<file path="src/rtl/rtc_crc8_step.sv">
// ----------------------------------------------------------------------------
// rtc_crc8_step: one byte of an MSB-first CRC-8
// Eight shift/xor steps unrolled; polynomial with implicit top bit.
// ----------------------------------------------------------------------------
module rtc_crc8_step (
	input  logic [7:0] crc,
	input  logic [7:0] data,
	input  logic [7:0] poly,
	output logic [7:0] crc_next
);

	logic [7:0] c;

	always_comb begin
		c = crc ^ data;
		for (int n = 0; n < 8; n++) begin
			if (c[7]) begin
				c = {c[6:0], 1'b0} ^ poly;
			end else begin
				c = {c[6:0], 1'b0};
			end
		end
		crc_next = c;
	end

endmodule

</file>
<file path="config.mk">
export PLATFORM = sky130hd
export DESIGN_NAME = rtc_crc8_step
export DESIGN_NICKNAME = d
export VERILOG_FILES = /design/src/rtl/rtc_crc8_step.sv
export SDC_FILE = /design/constraint.sdc
export NUM_CORES = 1
export LEC_CHECK = 0
export BUFFER_PORTS_ARGS = -buffer_cell sky130_fd_sc_hd__buf_2
export CORE_MARGIN = 5
export CORE_UTILIZATION = 60
export DETAILED_ROUTE_END_ITERATION = 8
export GPL_TIMING_DRIVEN = 0
export PLACE_DENSITY = 0.94
export SETUP_SLACK_MARGIN = 0.15
export SLEW_MARGIN = 10
export SYNTH_ARGS = -nofsm -noshare
export SYNTH_HDL_FRONTEND = slang
export SYNTH_SLANG_ARGS = --single-unit
</file>
<file path="constraint.sdc">
create_clock -name vclk -period 9.7
set_input_delay 1.455 -clock vclk [all_inputs]
set_output_delay 1.455 -clock vclk [all_outputs]
set_load 0.1 [all_outputs]
</file>
==> flow_summary_export.csv <==
group,metric,value,unit
hold_path,holdPathStages,4,
timing,setup_ws,2.73,ns
route,viasPerCell,6.29,
timing,fin_tns_setup,0,ns
final_layout,nFlopsAndLatches,0,
final_layout,antenna_cells,0,
global_routing,grt_overflow_total,0,
route,drt-initial-drc-count,39,
timing,finalCritPeriodShare,0.718,
route,drc,0,
timing,tightest_slew,0.527,ns
run,maxCapViolations,0,
synth,synth_top_area_cell,"xnor2_1",
synth,synthCells,197,
final_layout,fin_nets,249,
global_routing,grt_pass1_vias,1500,
floorplanning,die_width,59.4,um
worst_setup_path,arrival,5.51,ns
synth,synthTopCellsByArea,"xnor2_1 (15%), xor2_1 (9.0%), nand2_1 (8.5%), xnor3_1 (7.7%), xor3_1 (4.9%)",
clock_network,cts-hold-fix-buffers,0,
floorplanning,io_pins,32,
place,pre_cts_ws,2.83,ns
worst_setup_path,worst_setup_path_start_kind,"input port",
synth,synth_cell_type_count,52,
floorplanning,fp.dieH,59.4,um
global_routing,grt_first_pass_wirelength,6410,um
clock_network,postCtsResizedCells,0,
global_routing,grt_max_degree,11,
global_routing,use_met1,0.301,
global_routing,top_usage_layer,"met2",
floorplanning,initial_core_util,0.643,
final_layout,drive_above_1_share,0.197,
timing,period_needed,6.97,ns
route,drtAntennaViolNets,0,
route,wl_per_cell,15.1,um
timing,drv_slew,0,
final_layout,instances_no_fill,251,
clock_network,cts_setup_buffers,0,
timing,fmax,144,MHz
place,io_buffers,26,
timing,relSlewSlack,0.646,
final_layout,nClkBuffers,0,
synth,syn_area,1460,um^2
hold_path,min-delay-start,"poly[0]",
worst_setup_path,critPathLaunch,"poly[7]",
route,vias,1580,
global_routing,gr-usage-met3,0.0109,
synth,yosysSeqAreaShare,0,
worst_setup_path,critical_path_class,"in2out",
place,dp_hpwl,3010,um
timing,whs,3.54,ns
global_routing,antenna_found_initial,0,
hold_path,hold_path_class,"in2out",
worst_setup_path,cp_max_fo,10,
worst_setup_path,cp_data_required_time,8.25,ns
route,dr.pass1.iters,4,
final_layout,synthToLayoutAreaGrowth,11.3,%
synth,synth_nets,221,
timing,rsz0062_at_grt,"false",
floorplanning,rows,17,
timing,hold_viol,0,
floorplanning,design.core.area,2280,um^2
final_layout,regArea,0,um^2
place,numPlacedInstances,251,
global_routing,grt.total_usage,0.224,
global_routing,grtUsageMet2,0.395,
synth,synth_warnings,0,
route,drt-total-wl,3790,um
floorplanning,dieArea,3530,um^2
timing,setup_viol_count_final,0,
place,gp_congestion,0.879,
worst_setup_path,end_kind,"primary output",
hold_path,hold-path-endpoint,"crc_next[1]",
synth,syn_area_per_cell,7.42,um^2
run_status,status,"finished, final reports clean",
synth,synth_top_area_share,0.150,
## cells by family (layout without fill, tap and decap cells)
group | Yosys count | in the layout | share of synthesized area
AOI/OAI and AO/OA | 44 | 44 | 0.231
xor gates and xnor gates | 52 | 52 | 0.416
buffers and inverters | 14 | 40 | 0.0419
muxes | 3 | 3 | 0.0205
and+or+nand+nor | 84 | 84 | 0.291
## cells in the mapped netlist, drive strengths merged
cell type and n:
a311oi 1, inv 2, or2 2, o31a 1, and4 1, mux2i 3, buf 6, xor3 4
o311ai 1, a221oi 1, xnor2 27, and3b 4, a21oi 5, nor3b 2, and2 3, or4b 1
a211o 1, o21a 2, nand3 8, a21o 1, a31oi 1, nand4 1, or3 5, a211oi 5
nor3 5, clkinv 2, clkbuf 4, o211a 4, nand3b 1, a22oi 1, a32o 1, a311o 2
o21ai 10, xnor3 5, and3 2, nand2 33, o211ai 7, nor2b 1, nor2 13, nor4 2
xor2 16
## layer usage
metal | routed length [um] | up-vias
li1 | - | 759
met1 | 1590 | 746
met2 | 1900 | 75
met3 | 305 | 0
met4 | 0 | 0
met5 | 0 | -
## worst max-delay path by stage
stage / end / slack (ns) / cells past startpoint
after floorplan: crc_next[4] / 2.33 / 11
after global placement: crc_next[4] / 2.87 / 14
after detailed placement: crc_next[3] / 2.83 / 14
after CTS: crc_next[3] / 2.81 / 13
after global routing: crc_next[3] / 2.45 / 14
final: crc_next[3] / 2.73 / 14
## placed cells by master, fill, tap and decap left out, types with 2 or more instances in the layout
cell type  count
o211ai_1       7
nand2_1       33
or2_2          2
xnor2_2        2
xor2_1        15
o21a_1         2
or3_1          2
clkinv_1       2
or3_4          2
a21oi_1        5
nor3_1         5
o21ai_0        6
nor4_1         2
a211oi_1       3
o211a_1        4
inv_1          2
and3_1         2
nand3_1        8
buf_2         30
clkbuf_1       4
and3b_1        4
nor3b_1        2
xnor3_1        5
nor2_1        13
xnor2_1       25
xor3_1         3
and2_1         3
mux2i_1        3
a311o_1        2
o21ai_1        3
## critical path: stages
cell      delay, ns
buf_2          0.08
buf_2          0.21
inv_1          0.22
o21ai_0        0.49
o211ai_1       0.19
mux2i_1        0.16
a211oi_1       0.10
xnor2_1        0.46
xor3_2         0.59
a211oi_4       0.40
o21ai_1        0.16
xnor3_1        0.37
xor2_1         0.16
buf_2          0.44
## metrics by stage
stage	cell area [um^2]	utilization
final	1630	0.715
after global placement	1630	0.715
after CTS	1630	0.715
after global routing	1630	0.715
after floorplan	1460	-
after detailed placement	1630	0.715
## area by class of cell
cell class | instances | area [um^2]
fillers | 193 | 648
well taps | 28 | 35.0
inverters | 4 | 15.0
plain buffers | 10 | 46.3
multi-input cells | 183 | 1400
repair buffers | 26 | 130
Power is left out: the tool's default activity adds up to more than one toggle a clock period on the data nets, which glitch-free logic cannot reach.
